===== config.mk =====
export PLATFORM = sky130hd
export DESIGN_NAME = i2c_master_byte_engine
export DESIGN_NICKNAME = d
export VERILOG_FILES = /design/src/rtl/core/i2cme_pkg.sv /design/src/rtl/core/i2cme_front.sv /design/src/rtl/core/i2cme_queue.sv /design/src/rtl/core/i2cme_back.sv /design/src/rtl/core/i2c_master_byte_engine.sv
export SDC_FILE = /design/constraint.sdc
export NUM_CORES = 1
export LEC_CHECK = 0
export BUFFER_PORTS_ARGS = -buffer_cell sky130_fd_sc_hd__buf_2
export CAP_MARGIN = 30
export CORE_ASPECT_RATIO = 1.2
export CORE_MARGIN = 4
export CORE_UTILIZATION = 50
export DETAILED_ROUTE_END_ITERATION = 10
export GPL_TIMING_DRIVEN = 0
export PLACE_DENSITY = 0.68
export SLEW_MARGIN = 20
export SYNTH_ARGS = -nofsm -noshare
export SYNTH_HDL_FRONTEND = slang
export SYNTH_SLANG_ARGS = --single-unit

===== constraint.sdc =====
create_clock -name clk_i -period 6.6 [get_ports clk_i]
set_input_delay 0.66 -clock clk_i [delete_from_list [all_inputs] [get_ports clk_i]]
set_output_delay 0.66 -clock clk_i [all_outputs]
set_load 0.01 [all_outputs]

===== src/rtl/core/i2cme_pkg.sv =====
// ----------------------------------------------------------------------------
// i2cme_pkg
// Shared types and constants of the I2C master byte engine: the input and
// result words, the decoded operation word and the command and register codes.
// ----------------------------------------------------------------------------
package i2cme_pkg;

  localparam int unsigned CMD_W      = 3;
  localparam int unsigned BYTE_W     = 8;
  localparam int unsigned CFG_IDX_W  = 2;
  localparam int unsigned CFG_DATA_W = 10;
  localparam int unsigned BIT_IDX_W  = 4;

  localparam logic [CMD_W-1:0] CMD_TICK     = 3'd0;
  localparam logic [CMD_W-1:0] CMD_START    = 3'd1;
  localparam logic [CMD_W-1:0] CMD_STOP     = 3'd2;
  localparam logic [CMD_W-1:0] CMD_WRITE    = 3'd3;
  localparam logic [CMD_W-1:0] CMD_READ     = 3'd4;
  localparam logic [CMD_W-1:0] CMD_SEND_ACK = 3'd5;

  localparam logic [CFG_IDX_W-1:0] REG_HALF_PERIOD = 2'd0;
  localparam logic [CFG_IDX_W-1:0] REG_MAX_RETRIES = 2'd1;

  localparam logic [BYTE_W-1:0]   RETRY_SAT    = 8'hFF;
  localparam logic [BIT_IDX_W-1:0] BITS_PER_BYTE = 4'd8;

  typedef enum logic [2:0] {
    OP_NONE  = 3'd0,
    OP_START = 3'd1,
    OP_STOP  = 3'd2,
    OP_WRITE = 3'd3,
    OP_READ  = 3'd4,
    OP_ACK   = 3'd5
  } op_e;

  typedef struct packed {
    logic [CMD_W-1:0]  command;
    logic [BYTE_W-1:0] data_byte;
    logic              ack_bit;
    logic              sda_in;
  } in_word_t;

  typedef struct packed {
    logic              scl_level;
    logic              sda_level;
    logic              busy_res;
    logic              done_res;
    logic [BYTE_W-1:0] read_data;
    logic              gave_up;
    logic [BYTE_W-1:0] retry_count;
  } out_word_t;

  typedef struct packed {
    op_e               op;
    logic [BYTE_W-1:0] data_byte;
    logic              ack_bit;
    logic              sda_in;
  } op_word_t;

  typedef struct packed {
    logic push;
    logic full;
  } q_ctrl_t;

endpackage


===== src/rtl/core/i2cme_front.sv =====
// ----------------------------------------------------------------------------
// i2cme_front
// Input side: takes command words, decodes the command code into an
// operation and pushes the decoded word into the operation queue.
// ----------------------------------------------------------------------------
module i2cme_front (
  input  logic                in_valid_i,
  output logic                in_stall_o,
  input  i2cme_pkg::in_word_t in_word_i,
  input  logic                q_full_i,
  output i2cme_pkg::q_ctrl_t  q_ctrl_o,
  output i2cme_pkg::op_word_t q_word_o
);
  import i2cme_pkg::*;

  op_e op;

  always_comb begin
    case (in_word_i.command)
      CMD_START:    op = OP_START;
      CMD_STOP:     op = OP_STOP;
      CMD_WRITE:    op = OP_WRITE;
      CMD_READ:     op = OP_READ;
      CMD_SEND_ACK: op = OP_ACK;
      default:      op = OP_NONE;
    endcase
  end

  assign in_stall_o         = q_full_i;
  assign q_ctrl_o.full      = q_full_i;
  assign q_ctrl_o.push      = in_valid_i && !q_full_i;
  assign q_word_o.op        = op;
  assign q_word_o.data_byte = in_word_i.data_byte;
  assign q_word_o.ack_bit   = in_word_i.ack_bit;
  assign q_word_o.sda_in    = in_word_i.sda_in;

endmodule


===== src/rtl/core/i2cme_queue.sv =====
// ----------------------------------------------------------------------------
// i2cme_queue
// Two-entry queue of decoded operation words between front and back.
// ----------------------------------------------------------------------------
module i2cme_queue (
  input  logic                clk_i,
  input  logic                rst_ni,
  input  i2cme_pkg::q_ctrl_t  ctrl_i,
  input  i2cme_pkg::op_word_t wr_word_i,
  input  logic                pop_i,
  output logic                full_o,
  output logic                valid_o,
  output i2cme_pkg::op_word_t rd_word_o
);
  import i2cme_pkg::*;

  op_word_t   entry_q [2];
  logic       wr_ptr_q, wr_ptr_d;
  logic       rd_ptr_q, rd_ptr_d;
  logic [1:0] count_q, count_d;

  always_comb begin
    wr_ptr_d = ctrl_i.push ? !wr_ptr_q : wr_ptr_q;
    rd_ptr_d = pop_i ? !rd_ptr_q : rd_ptr_q;
    count_d  = count_q + 2'(ctrl_i.push) - 2'(pop_i);
  end

  always_ff @(posedge clk_i) begin
    if (ctrl_i.push) begin
      entry_q[wr_ptr_q] <= wr_word_i;
    end
  end

  always_ff @(posedge clk_i or negedge rst_ni) begin
    if (!rst_ni) begin
      wr_ptr_q <= 1'b0;
      rd_ptr_q <= 1'b0;
      count_q  <= 2'd0;
    end else begin
      wr_ptr_q <= wr_ptr_d;
      rd_ptr_q <= rd_ptr_d;
      count_q  <= count_d;
    end
  end

  assign full_o    = count_q == 2'd2;
  assign valid_o   = count_q != 2'd0;
  assign rd_word_o = entry_q[rd_ptr_q];

  a_no_pop_empty: assert property (@(posedge clk_i) disable iff (!rst_ni)
    pop_i |-> count_q != 2'd0)
    else $error("pop from empty queue");

  a_no_push_full: assert property (@(posedge clk_i) disable iff (!rst_ni)
    ctrl_i.push |-> !ctrl_i.full)
    else $error("push into full queue");

  a_count_range: assert property (@(posedge clk_i) disable iff (!rst_ni)
    count_q != 2'd3)
    else $error("queue count out of range");

endmodule


===== src/rtl/core/i2cme_back.sv =====
// ----------------------------------------------------------------------------
// i2cme_back
// Bus timing engine: steps the SCL/SDA state machine once per operation word
// and registers the result word toward the output channel.
// ----------------------------------------------------------------------------
module i2cme_back #(
  parameter int unsigned DIV_WIDTH = 10
) (
  input  logic                                 clk_i,
  input  logic                                 rst_ni,
  input  logic                                 cfg_we_i,
  input  logic [i2cme_pkg::CFG_IDX_W-1:0]      cfg_idx_i,
  input  logic [i2cme_pkg::CFG_DATA_W-1:0]     cfg_wdata_i,
  input  logic                                 q_valid_i,
  input  i2cme_pkg::op_word_t                  q_word_i,
  output logic                                 q_pop_o,
  output logic                                 out_valid_o,
  input  logic                                 out_stall_i,
  output i2cme_pkg::out_word_t                 out_word_o
);
  import i2cme_pkg::*;

  typedef enum logic [15:0] {
    PH_IDLE       = 16'h0001,
    PH_ST_HI      = 16'h0002,
    PH_ST_FALL    = 16'h0004,
    PH_SP_LO      = 16'h0008,
    PH_SP_RISE    = 16'h0010,
    PH_AK_HI      = 16'h0020,
    PH_AK_LO      = 16'h0040,
    PH_WR_SET     = 16'h0080,
    PH_WR_HIGH    = 16'h0100,
    PH_NK_LO      = 16'h0200,
    PH_RS_SP_LO   = 16'h0400,
    PH_RS_SP_RISE = 16'h0800,
    PH_RS_ST_HI   = 16'h1000,
    PH_RS_ST_FALL = 16'h2000,
    PH_RD_HIGH    = 16'h4000,
    PH_RD_LOW     = 16'h8000
  } phase_e;

  logic [DIV_WIDTH-1:0] half_q;
  logic [BYTE_W-1:0]    max_retry_q;

  phase_e               phase_q, phase_d;
  logic [BIT_IDX_W-1:0] bit_q, bit_d;
  logic [BYTE_W-1:0]    shift_q, shift_d;
  logic [BYTE_W-1:0]    held_q, held_d;
  logic [DIV_WIDTH-1:0] tick_q, tick_d;
  logic [BYTE_W-1:0]    retries_q, retries_d;
  logic                 scl_q, scl_d;
  logic                 sda_q, sda_d;
  logic                 gave_q, gave_d;
  logic                 done;

  logic                 out_valid_q;
  out_word_t            out_word_q, out_word_d;

  logic [DIV_WIDTH-1:0] half_eff;
  logic [DIV_WIDTH-1:0] limit;
  logic [DIV_WIDTH-1:0] tick_inc;
  logic [BIT_IDX_W-1:0] bit_inc;
  logic                 step;

  assign step     = q_valid_i && (!out_valid_q || !out_stall_i);
  assign q_pop_o  = step;
  assign half_eff = (half_q == '0) ? DIV_WIDTH'(1) : half_q;
  assign limit    = (phase_q == PH_WR_SET) ? DIV_WIDTH'(1) : half_eff;
  assign tick_inc = tick_q + DIV_WIDTH'(1);
  assign bit_inc  = bit_q + BIT_IDX_W'(1);

  always_comb begin
    phase_d   = phase_q;
    bit_d     = bit_q;
    shift_d   = shift_q;
    held_d    = held_q;
    tick_d    = tick_q;
    retries_d = retries_q;
    scl_d     = scl_q;
    sda_d     = sda_q;
    gave_d    = gave_q;
    done      = 1'b0;
    if (phase_q == PH_IDLE) begin
      case (q_word_i.op)
        OP_START: begin
          phase_d = PH_ST_HI;
          scl_d   = 1'b1;
          sda_d   = 1'b1;
          tick_d  = '0;
        end
        OP_STOP: begin
          phase_d = PH_SP_LO;
          scl_d   = 1'b1;
          sda_d   = 1'b0;
          tick_d  = '0;
        end
        OP_WRITE: begin
          held_d    = q_word_i.data_byte;
          bit_d     = '0;
          retries_d = '0;
          gave_d    = 1'b0;
          phase_d   = PH_WR_SET;
          scl_d     = 1'b0;
          sda_d     = q_word_i.data_byte[BYTE_W-1];
          tick_d    = '0;
        end
        OP_READ: begin
          shift_d = '0;
          bit_d   = '0;
          phase_d = PH_RD_HIGH;
          scl_d   = 1'b1;
          sda_d   = 1'b1;
          tick_d  = '0;
        end
        OP_ACK: begin
          phase_d = PH_AK_HI;
          scl_d   = 1'b1;
          sda_d   = q_word_i.ack_bit;
          tick_d  = '0;
        end
        default: begin
        end
      endcase
    end else begin
      tick_d = tick_inc;
      if (tick_inc >= limit) begin
        tick_d = '0;
        case (phase_q)
          PH_ST_HI: begin
            phase_d = PH_ST_FALL;
            scl_d   = 1'b1;
            sda_d   = 1'b0;
          end
          PH_ST_FALL: begin
            phase_d = PH_IDLE;
            scl_d   = 1'b0;
            sda_d   = 1'b0;
            done    = 1'b1;
          end
          PH_SP_LO: begin
            phase_d = PH_SP_RISE;
            scl_d   = 1'b1;
            sda_d   = 1'b1;
          end
          PH_SP_RISE: begin
            phase_d = PH_IDLE;
            scl_d   = 1'b1;
            sda_d   = 1'b1;
            done    = 1'b1;
          end
          PH_AK_HI: begin
            phase_d = PH_AK_LO;
            scl_d   = 1'b0;
          end
          PH_AK_LO: begin
            phase_d = PH_IDLE;
            scl_d   = 1'b0;
            done    = 1'b1;
          end
          PH_WR_SET: begin
            phase_d = PH_WR_HIGH;
            scl_d   = 1'b1;
          end
          PH_WR_HIGH: begin
            if (bit_q < BITS_PER_BYTE) begin
              bit_d   = bit_inc;
              phase_d = PH_WR_SET;
              scl_d   = 1'b0;
              sda_d   = (bit_inc < BITS_PER_BYTE) ? held_q[~bit_inc[2:0]] : 1'b1;
            end else if (!q_word_i.sda_in) begin
              phase_d = PH_IDLE;
              scl_d   = 1'b0;
              sda_d   = 1'b1;
              done    = 1'b1;
            end else begin
              if (max_retry_q != '0 && retries_q >= max_retry_q) begin
                gave_d = 1'b1;
              end else if (retries_q != RETRY_SAT) begin
                retries_d = retries_q + BYTE_W'(1);
              end
              phase_d = PH_NK_LO;
              scl_d   = 1'b0;
              sda_d   = 1'b0;
            end
          end
          PH_NK_LO: begin
            phase_d = gave_q ? PH_SP_LO : PH_RS_SP_LO;
            scl_d   = 1'b1;
            sda_d   = 1'b0;
          end
          PH_RS_SP_LO: begin
            phase_d = PH_RS_SP_RISE;
            scl_d   = 1'b1;
            sda_d   = 1'b1;
          end
          PH_RS_SP_RISE: begin
            phase_d = PH_RS_ST_HI;
            scl_d   = 1'b1;
            sda_d   = 1'b1;
          end
          PH_RS_ST_HI: begin
            phase_d = PH_RS_ST_FALL;
            scl_d   = 1'b1;
            sda_d   = 1'b0;
          end
          PH_RS_ST_FALL: begin
            bit_d   = '0;
            phase_d = PH_WR_SET;
            scl_d   = 1'b0;
            sda_d   = held_q[BYTE_W-1];
          end
          PH_RD_HIGH: begin
            shift_d = {shift_q[BYTE_W-2:0], q_word_i.sda_in};
            phase_d = PH_RD_LOW;
            scl_d   = 1'b0;
            sda_d   = 1'b1;
          end
          PH_RD_LOW: begin
            bit_d = bit_inc;
            if (bit_inc >= BITS_PER_BYTE) begin
              phase_d = PH_IDLE;
              scl_d   = 1'b0;
              sda_d   = 1'b1;
              done    = 1'b1;
            end else begin
              phase_d = PH_RD_HIGH;
              scl_d   = 1'b1;
              sda_d   = 1'b1;
            end
          end
          default: begin
            phase_d = PH_IDLE;
          end
        endcase
      end
    end
  end

  always_comb begin
    out_word_d.scl_level   = scl_d;
    out_word_d.sda_level   = sda_d;
    out_word_d.busy_res    = phase_d != PH_IDLE;
    out_word_d.done_res    = done;
    out_word_d.read_data   = shift_d;
    out_word_d.gave_up     = gave_d;
    out_word_d.retry_count = retries_d;
  end

  always_ff @(posedge clk_i or negedge rst_ni) begin
    if (!rst_ni) begin
      half_q      <= DIV_WIDTH'(5);
      max_retry_q <= '0;
    end else if (cfg_we_i) begin
      if (cfg_idx_i == REG_HALF_PERIOD) begin
        half_q <= DIV_WIDTH'(cfg_wdata_i);
      end else if (cfg_idx_i == REG_MAX_RETRIES) begin
        max_retry_q <= cfg_wdata_i[BYTE_W-1:0];
      end
    end
  end

  always_ff @(posedge clk_i or negedge rst_ni) begin
    if (!rst_ni) begin
      phase_q   <= PH_IDLE;
      bit_q     <= '0;
      shift_q   <= '0;
      held_q    <= '0;
      tick_q    <= '0;
      retries_q <= '0;
      scl_q     <= 1'b1;
      sda_q     <= 1'b1;
      gave_q    <= 1'b0;
    end else if (step) begin
      phase_q   <= phase_d;
      bit_q     <= bit_d;
      shift_q   <= shift_d;
      held_q    <= held_d;
      tick_q    <= tick_d;
      retries_q <= retries_d;
      scl_q     <= scl_d;
      sda_q     <= sda_d;
      gave_q    <= gave_d;
    end
  end

  always_ff @(posedge clk_i or negedge rst_ni) begin
    if (!rst_ni) begin
      out_valid_q <= 1'b0;
    end else if (step) begin
      out_valid_q <= 1'b1;
    end else if (!out_stall_i) begin
      out_valid_q <= 1'b0;
    end
  end

  always_ff @(posedge clk_i) begin
    if (step) begin
      out_word_q <= out_word_d;
    end
  end

  assign out_valid_o = out_valid_q;
  assign out_word_o  = out_word_q;

  a_phase_onehot: assert property (@(posedge clk_i) disable iff (!rst_ni)
    $onehot(phase_q))
    else $error("phase register not one-hot");

  a_done_idle: assert property (@(posedge clk_i) disable iff (!rst_ni)
    out_valid_q && out_word_q.done_res |-> !out_word_q.busy_res)
    else $error("done word shows busy");

  a_bit_range: assert property (@(posedge clk_i) disable iff (!rst_ni)
    bit_q <= BITS_PER_BYTE)
    else $error("bit index out of range");

  a_step_out_free: assert property (@(posedge clk_i) disable iff (!rst_ni)
    step |=> out_valid_q)
    else $error("stepped word not presented");

endmodule


===== src/rtl/core/i2c_master_byte_engine.sv =====
// ----------------------------------------------------------------------------
// i2c_master_byte_engine
// I2C master that drives SCL and SDA one tick per input word.
//
// Input channel (in_valid_i / in_stall_o / in_word_i): one word per bus tick,
// carrying a command, the byte to write, the ack level to send and the
// sampled SDA level. Commands that arrive while a command is in progress
// are ignored; the word still counts as one tick.
// Output channel (out_valid_o / out_stall_i / out_word_o): exactly one result
// word per input word, in order, showing the SCL/SDA levels after that tick
// plus busy, done, read byte, give-up flag and retry count.
// Configuration (cfg_we_i / cfg_idx_i / cfg_wdata_i): index 0 sets the SCL
// half period in ticks, index 1 the retry cap (0 is unlimited). Write only
// while the engine is idle and drained.
// An accepted input word passes through the operation queue and then the
// output register before its result appears. Throughput: one word per
// cycle while out_stall_i is low, as the bus state machine steps once per word.
// Reset: SCL and SDA released, engine idle, half period 5, retry cap 0.
// A stalled receiver holds the output word; the two-entry queue then fills
// and in_stall_o rises.
// ----------------------------------------------------------------------------
module i2c_master_byte_engine #(
  parameter int unsigned DIV_WIDTH = 10
) (
  input  logic                             clk_i,
  input  logic                             rst_ni,
  input  logic                             cfg_we_i,
  input  logic [i2cme_pkg::CFG_IDX_W-1:0]  cfg_idx_i,
  input  logic [i2cme_pkg::CFG_DATA_W-1:0] cfg_wdata_i,
  input  logic                             in_valid_i,
  output logic                             in_stall_o,
  input  i2cme_pkg::in_word_t              in_word_i,
  output logic                             out_valid_o,
  input  logic                             out_stall_i,
  output i2cme_pkg::out_word_t             out_word_o
);
  import i2cme_pkg::*;

  q_ctrl_t  q_ctrl;
  op_word_t q_wr_word;
  op_word_t q_rd_word;
  logic     q_full;
  logic     q_valid;
  logic     q_pop;

  i2cme_front u_front (
    .in_valid_i (in_valid_i),
    .in_stall_o (in_stall_o),
    .in_word_i  (in_word_i),
    .q_full_i   (q_full),
    .q_ctrl_o   (q_ctrl),
    .q_word_o   (q_wr_word)
  );

  i2cme_queue u_queue (
    .clk_i     (clk_i),
    .rst_ni    (rst_ni),
    .ctrl_i    (q_ctrl),
    .wr_word_i (q_wr_word),
    .pop_i     (q_pop),
    .full_o    (q_full),
    .valid_o   (q_valid),
    .rd_word_o (q_rd_word)
  );

  i2cme_back #(
    .DIV_WIDTH (DIV_WIDTH)
  ) u_back (
    .clk_i       (clk_i),
    .rst_ni      (rst_ni),
    .cfg_we_i    (cfg_we_i),
    .cfg_idx_i   (cfg_idx_i),
    .cfg_wdata_i (cfg_wdata_i),
    .q_valid_i   (q_valid),
    .q_word_i    (q_rd_word),
    .q_pop_o     (q_pop),
    .out_valid_o (out_valid_o),
    .out_stall_i (out_stall_i),
    .out_word_o  (out_word_o)
  );

endmodule

==> metrics.md <==
| Metric | Value |
|---|---|
| Final setup vio count | `0` |
| Bufs on Longest Clock Path | `2` |
| Die Ht | `136 microns` |
| Setup crit end kind | `flip-flop` |
| CP max stage delay | `0.51 ns` |
| Area contributors post-synth | `dfrtp_1 (27%), edfxtp_1 (21%), ha_1 (4.2%)` |
| Cell taking the most area after synthesis | `dfrtp_1` |
| Post-DP HPWL | `12300 microns` |
| Nets | `768` |
| Net Sw Frac | `37.1%` |
| VDD IR max | `0.281 mV` |
| GPL Wtd Cong | `0.928` |
| Critical path class | `flip-flop to flip-flop` |
| Rel. slew slack | `45.7%` |
| Asr flop ratio synth | `63.0%` |
| Seq cells post-synth | `127` |
| Register area share after synthesis | `50.0%` |
| Post-Syn Area | `0.00684 sq mm` |
| Sequential share of power | `34.6%` |
| Critical Path RT | `6.76 ns` |
| Die Area | `0.0156 sq mm` |
| Area grow syn2layout | `16.4%` |
| CTS Buf Count | `17` |
| Clk sinks | `127` |
| Max-Cap Viols | `0` |
| Comb power frac | `35.7%` |
| Synth Area per Inst | `10.7 sq um` |
| Antenna violations before repair | `0` |
| Cts repair resizes | `0` |
| Synth warn | `0` |
| Leak Pwr | `3.42 nW` |
| Worst Tran Pin Value | `0.810 ns` |
| Core Util, Final | `59.9%` |
| First-pass GRT wire length | `27200 microns` |
| Drc violations | `0` |
| Crit-path cells | `clkbuf_1 -> nor4_4 -> and3_1 -> clkbuf_1 -> nand4_1 -> clkbuf_1 -> nand2_1 -> ha_1 -> nand4_1 -> a211o_1 -> o31a_1 -> nand2_1 -> clkbuf_1 -> and4_1 -> clkbuf_1 -> o21ai_1 -> mux2_2` |
| Syn nets | `695` |
| EDFF count, synth | `47` |
| Worst setup SP type | `flip-flop` |
| Worst EP arrival | `4.88 ns` |
| Number of global-route vias before repair | `5326` |
| Top-count cell post-synth | `dfrtp_1` |
| Diode count | `0` |
| Die X | `115 microns` |
| Skew final | `0.00838 ns` |
| Net Sw Power | `1.20 mW` |
| Worst path bufs/invs | `5` |
| Min Tclk post-route | `4.72 ns` |
| Vias | `5389` |
| Post-DR wirelength/cell | `18.5 microns` |
| Post-route clock period utilization | `71.6%` |
| H-tree levels | `4` |
| Tot GR Track Use | `22.2%` |
| Cts hold-fix bufs | `0` |
| Largest net degree at the start of global routing | `50` |
| CP dominant cell by count | `clkbuf_1` |
| Share of layout cells above drive strength 1 | `20.2%` |
| Pwr per Cell Area | `405 mW/mm^2` |
| Setup bufs post-CTS | `0` |
| Crit-path max FO | `10` |
| Post-route ant nets | `0` |
| RSZ-0062 raised after global routing | `false` |
| Main flop type after synthesis | `dfrtp_1` |
| Fmax | `212 MHz` |
| Yosys top cell area share | `27.4%` |
| Initial Util | `51.5%` |
| Status | `finished, final reports clean` |
| Initial DRC count | `314` |
| Buffers on Ports | `52` |
| Post-synthesis cell count | `642` |
| Later-pin clock latency in the skew report | `0.41 ns` |
| Hold Path Class | `primary input to async pin` |
| Vias per inst | `6.01` |
| Worst path top cell family by delay | `simple AND/OR/NAND/NOR gates` |
| Most frequent cells after synthesis | `dfrtp_1 (75), nand2_1 (65), nor2_1 (53), edfxtp_1 (47), o21ai_0 (27)` |
| Final slew viol count | `0` |
| Core footprint | `0.0133 sq mm` |
| P_int | `2.03 mW` |
| Clk pin slew, worst setup/hold paths | `0.06 ns` |
| CTS tree | `done` |
| Global route overflow | `0` |
| Setup TNS Final | `0 ns` |
| Clock share of power | `29.8%` |
| Drt first pass iters | `5` |
| Rows | `46` |
| IO Pins | `53` |
| Final WL | `16500 microns` |
| Crit-path slowest cell | `nor4_4` |
| Root Buffer | `clkbuf_16` |
| Final Hold Fails | `0` |
| Distinct cells, synth | `67` |
==> registers in the layout, summed over array words and instances (netlist names) <==
| register | flops |
|---|---|
| u_queue.entry_q | 26 |
| u_back.out_word_o | 21 |
| u_back.phase_q | 16 |
| u_back.half_q | 10 |
| u_back.tick_q | 10 |
| u_back.held_q | 8 |
| u_back.max_retry_q | 8 |
| u_back.retries_q | 8 |
| u_back.shift_q | 8 |
| u_back.bit_q | 4 |
| u_queue.count_q | 2 |
| u_back.gave_q | 1 |
| u_back.out_valid_o | 1 |
| u_back.scl_q | 1 |
| u_back.sda_q | 1 |
| u_queue.rd_ptr_q | 1 |
| u_queue.wr_ptr_q | 1 |
==> power groups by stage <==
| stage | Sequential [mW] | Combinational [mW] | Clock [mW] |
|---|---|---|---|
| 3_5_place_dp | 1.13 | 1.14 | 0 |
| 6_report | 1.12 | 1.15 | 0.961 |
| 2_1_floorplan | 1.12 | 0.804 | 0 |
| 4_1_cts | 1.11 | 1.15 | 0.974 |
| 5_1_grt | 1.13 | 1.27 | 1.02 |
| 3_3_place_gp | 1.12 | 1.11 | 0 |
==> metrics by stage <==
stage          cells  worst slack (ns)  hold WS, ns  cell area (sq um)  power [mW]
6_report         896              1.88        0.212               7970        3.23
5_1_grt          896              1.58        0.237               7970        3.42
4_1_cts          896              1.93        0.218               7970        3.24
3_5_place_dp     864              1.96        0.469               7360        2.27
3_3_place_gp     862              2.00        0.458               7310        2.23
2_1_floorplan    642              2.94        0.364               6840        1.92
==> path summary, 6_finish.rpt <==
| kind | startpoint | cells past startpoint | slack (ns) | to |
|---|---|---|---|---|
| max | u_back.phase_q[12] | 17 | 1.88 | u_back.out_word_o[0] |
| min | rst_ni | 1 | 0.21 | u_queue.wr_ptr_q |
| max reg2reg | u_back.phase_q[12] | 17 | 1.88 | u_back.out_word_o[0] |
| min reg2reg | u_back.held_q[2] | 2 | 0.48 | u_back.held_q[2] |
| max in group asynchronous | rst_ni | 2 | 5.74 | u_back.phase_q[0] |
| min in group clk_i | in_word_i[7] | 1 | 0.44 | u_queue.entry_q[0][7] |
==> layer usage <==
metal  global-route usage (%)  vias to the layer above  share of wire, %
met3                     4.19                       25               4.8
met4                     7.31                        0               2.1
met5                        0                        -                 0
li1                         -                     2569                 -
met1                     29.2                     2638                43
met2                     36.9                      157                50
==> cells in the final DEF, fill, tap and decap left out, types with 14 or more instances in the layout <==
master / count
a21oi_1: 14
buf_2: 60
clkbuf_1: 23
clkbuf_16: 17
dfrtp_1: 75
edfxtp_1: 47
ha_1: 23
inv_1: 19
mux2_2: 24
mux2i_1: 22
nand2_1: 65
nand3_1: 24
nand4_1: 22
nor2_1: 53
o21ai_0: 27
xnor2_1: 15
==> worst reg2reg max path, stage by stage, from the launching register on <==
cell and delay [ns]:
dfrtp_1 0.36, clkbuf_1 0.25, nor4_4 0.51, and3_1 0.23, clkbuf_1 0.21, nand4_1 0.30
clkbuf_1 0.30, nand2_1 0.12, ha_1 0.17, nand4_1 0.14, a211o_1 0.26, o31a_1 0.17
nand2_1 0.11, clkbuf_1 0.39, and4_1 0.26, clkbuf_1 0.26, o21ai_1 0.14, mux2_2 0.28
==> cells by family after synthesis <==
group | share of synthesized area, %
AO/OA/AOI/OAI | 12.9
AND/OR/NAND/NOR | 19.7
adder cells (fa/ha/maj) | 4.20
XOR/XNOR | 2.30
buffers and inverters | 3.11
flip-flops | 50.0
multiplexers | 7.82
==> area by class of cell <==
| class | instances | area [sq um] |
|---|---|---|
| Buffer | 35 | 143 |
| Clock buffer | 17 | 425 |
| Clock inverter | 15 | 184 |
| Fill cell | 1103 | 5330 |
| Inverter | 19 | 71.3 |
| Multi-Input combinational cell | 461 | 3210 |
| Sequential cell | 127 | 3420 |
| Tap cell | 168 | 210 |
| Timing Repair Buffer | 54 | 302 |
Note: power is estimated with default switching activity, not from simulation.
